### src/wom_pkg.sv
// Shared types and constants of the wire outline miter block.
package wom_pkg;

   localparam int CoordW = 32;
   localparam int PointW = 42;
   localparam int CornerW = 40;
   localparam int StepW = 33;

   localparam logic [2:0] ERR_NONE = 3'd0;
   localparam logic [2:0] ERR_WIDTH = 3'd1;
   localparam logic [2:0] ERR_ZERO = 3'd2;
   localparam logic [2:0] ERR_SHARP = 3'd3;
   localparam logic [2:0] ERR_PARALLEL = 3'd4;

   localparam logic OP_START = 1'b0;
   localparam logic OP_SEGMENT = 1'b1;

   // One item as it travels from the front part to the back part.
   typedef struct packed {
      logic op;
      logic signed [CoordW-1:0] coord_x;
      logic signed [CoordW-1:0] coord_y;
      logic signed [CoordW-1:0] wire_width;
      logic final_segment;
   } item_type;

   localparam int ItemW = $bits(item_type);

endpackage

### src/wom_queue.sv
// Two-entry queue that parts the front part from the back part.
module wom_queue
   import wom_pkg::*;
(
   input  logic clock,
   input  logic reset,
   input  logic in_valid,
   output logic in_ready,
   input  item_type in_item,
   output logic out_valid,
   input  logic out_ready,
   output item_type out_item
);

   item_type mem_ff [2];
   logic wr_ptr_ff, rd_ptr_ff;
   logic [1:0] count_ff;
   logic push, pop;

   assign in_ready = (count_ff != 2'd2);
   assign out_valid = (count_ff != 2'd0);
   assign out_item = mem_ff[rd_ptr_ff];
   assign push = in_valid && in_ready;
   assign pop = out_valid && out_ready;

   always_ff @(posedge clock) begin
      if (push) begin
         mem_ff[wr_ptr_ff] <= in_item;
      end
   end

   always_ff @(posedge clock) begin
      if (reset) begin
         wr_ptr_ff <= 1'b0;
         rd_ptr_ff <= 1'b0;
         count_ff <= 2'd0;
      end else begin
         if (push) wr_ptr_ff <= ~wr_ptr_ff;
         if (pop) rd_ptr_ff <= ~rd_ptr_ff;
         count_ff <= count_ff + {1'b0, push} - {1'b0, pop};
      end
   end

endmodule

### config.mk
export PLATFORM = sky130hd
export DESIGN_NAME = wom_queue
export DESIGN_NICKNAME = d
export VERILOG_FILES = /design/src/wom_pkg.sv /design/src/wom_queue.sv
export SDC_FILE = /design/constraint.sdc
export NUM_CORES = 1
export LEC_CHECK = 0
export BUFFER_PORTS_ARGS = -buffer_cell sky130_fd_sc_hd__buf_2
export CAP_MARGIN = 20
export CORE_MARGIN = 1.5
export CORE_UTILIZATION = 44
export CTS_BUF_LIST = sky130_fd_sc_hd__clkbuf_4 sky130_fd_sc_hd__clkbuf_8
export DETAILED_ROUTE_END_ITERATION = 12
export PLACE_DENSITY = 0.69
export SLEW_MARGIN = 0
export SYNTH_ARGS = -nofsm -noshare
export SYNTH_HDL_FRONTEND = slang
export SYNTH_SLANG_ARGS = --single-unit
### constraint.sdc
create_clock -name clock -period 6.2 [get_ports clock]
set_input_delay 0.93 -clock clock [delete_from_list [all_inputs] [get_ports clock]]
set_output_delay 0.93 -clock clock [all_outputs]
set_load 0.02 [all_outputs]
==> impl_metrics.tcl <==
set metrics [dict create \
    clock_latency_ns 0.50 \
    io_pins 202 \
    dp_cells 743 \
    endpoint_kind "primary output" \
    overflow 0 \
    n_antenna_cell 0 \
    avgSynthCellArea_sq_um 22.4 \
    worst_slew_pin_slew_ns 0.900 \
    place_ws_ns 3.09 \
    final_cell_area_sq_um 9290 \
    async_flop_share 0 \
    num_rows 47 \
    fill_cells 1319 \
    synth_top_area_share 0.798 \
    cts_hold_buffers 0 \
    synth_common_cells "196 x edfxtp_1, 79 x mux2_2, 20 x mux2_4" \
    fin_crit_sh 0.581 \
    netlist_area_sq_um 7370 \
    synth_cell_types 17 \
    synthFlopType "edfxtp_1" \
    wirelength_mm 13.7 \
    clk_pin_slew_ns 0.05 \
    drive_gt1_frac 0.628 \
    dieWidth_um 132 \
    clock_path_buffers 3 \
    finalMaxSlewViolations 0 \
    report.final.setup_viol 0 \
    synth_edf_count 196 \
    drt_iter0_markers 188 \
    cts_root_buffer "clkbuf_8" \
    powerDensity_nw_per_um2 422 \
    ys_seq_area_frac 0.812 \
    ant_nets 0 \
    status "completed" \
    die_h_um 132 \
    grt_usage 0.157 \
    r2r_setup_slack_ns 3.88 \
    start_util 0.448 \
    tns_ns 0 \
    yosysMostFrequentCell "edfxtp_1" \
    cts.htree.levels 2 \
    layout_setup_ws_ns 2.60 \
    drt_pass1_iterations 4 \
    vias_per_cell 4.75 \
    hp-class "reg2reg" \
    fmaxAchievable_ghz 0.278 \
    worst-endpoint-required_ns 5.27 \
    p_leak_nw 3.54 \
    antenna_found_initial 0 \
    core_sq_um 16500 \
    max_cap_violations 0 \
    grt_max_degree 61 \
    synth_area_leaders "edfxtp_1 80%, mux2_2 12%, mux2_4 4.1%" \
    place_area_sq_um 8620 \
    whs_ns 0.513 \
    gp_congestion 0.718 \
    start_kind "flip-flop" \
    dp_hpwl_mm 8.57 \
    slew_headroom 0.400 \
    routed_wire_length_per_instance_um 17.1 \
    crit_fanout 60 \
    ys_ff_latch 201 \
    port_buffers 201 \
    yosysWarnings 0 \
    finalNonFillerCells 800 \
    drc 0 \
    crit_type "reg2out" \
    period_needed_ns 3.60 \
    syn_inst 329 \
    post_cts_buffers 0 \
    nets 663 \
    rsz0062_at_grt "false" \
    cts.sinks 201 \
    area_growth_pct 26.0 \
    ir_worst_vdd_v 0.000217 \
    cts_tree "built" \
    vias 3800 \
    grt_first_pass_wirelength_mm 21.2 \
    skew_ns 0.0253 \
    cp.arrival_ns 2.67 \
    grt_pass1_vias 4204 \
    synth.largest_area_cell "edfxtp_1" \
    hold_violations 0 \
    ctsResizeCount 0 \
    die_area_sq_um 17500 \
    syn-num-nets 433 \
    cts_made_buffers 34 \
]
## report_power, final
part	switching (W)	internal, W
clock network	0.000480	0.000672
logic	0.000576	0.000408
registers	0.0000784	0.00171
## cells in the final DEF (no fill, tap or decap), types with 2 or more instances in the layout
| cell | Yosys | layout |
|---|---|---|
| nor2_1 | 5 | 4 |
| clkbuf_4 | 0 | 14 |
| nor2b_1 | 2 | 2 |
| mux2_4 | 20 | 20 |
| clkbuf_8 | 0 | 37 |
| xnor2_1 | 2 | 2 |
| edfxtp_1 | 196 | 196 |
| buf_4 | 0 | 4 |
| ha_1 | 2 | 2 |
| clkinv_2 | 0 | 3 |
| mux2_2 | 79 | 79 |
| dfxtp_1 | 5 | 4 |
| buf_2 | 7 | 201 |
## routing by layer
metal | vias up | track usage | part of all wire
met3 | 27 | 0.0640 | 0.090
met4 | 0 | 0.0623 | 0.020
met1 | 1840 | 0.180 | 0.40
met5 | - | 0 | 0
li1 | 1767 | - | -
met2 | 166 | 0.265 | 0.49
## logic make-up (layout without fill, tap and decap cells)
family | after synthesis | after routing | synth area share
mux | 99 | 99 | 0.161
simple gates | 11 | 11 | 0.00730
flops | 201 | 201 | 0.812
buf+inv | 12 | 263 | 0.0114
compound gates | 1 | 1 | 0.00102
xor+xnor | 3 | 3 | 0.00356
fa+ha+maj | 2 | 2 | 0.00339
## flip-flops by register name, summed over array words and instances (netlist names), named ones only
name,cells
count_ff,2
mem_ff,196
rd_ptr_ff,1
wr_ptr_ff,1
## final timing paths
check	from	end	depth (start not counted)
setup / recovery	flip-flop	out_item[0]	3
setup reg to reg	count_ff[0]	mem_ff[1][79]	3
hold reg to reg	rd_ptr_ff	flip-flop	2
hold / removal	rd_ptr_ff	flip-flop	2
## area by class of cell
class,count,area [sq um],area share
Sequential cell,201,5990,0.645
Multi-Input combinational cell,116,1320,0.142
Timing Repair Buffer,205,1040,0.112
Clock buffer,51,614,0.0661
Tap cell,220,275,0.0296
Clock inverter,6,56.3,0.00606
Inverter,1,3.75,0.000404
## critical path, stage by stage (launching register included)
cell and delay, ns:
dfxtp_4 0.72, buf_4 0.75, mux2_2 0.43, buf_2 0.16
## per-stage QoR
step,power (W),utilization
detailed placement,0.00281,0.523
global placement,0.00279,0.523
global route,0.00411,0.564
finish,0.00392,0.564
CTS,0.00398,0.564
floorplan,0.00252,-
Power figures use the tool's default switching activity.
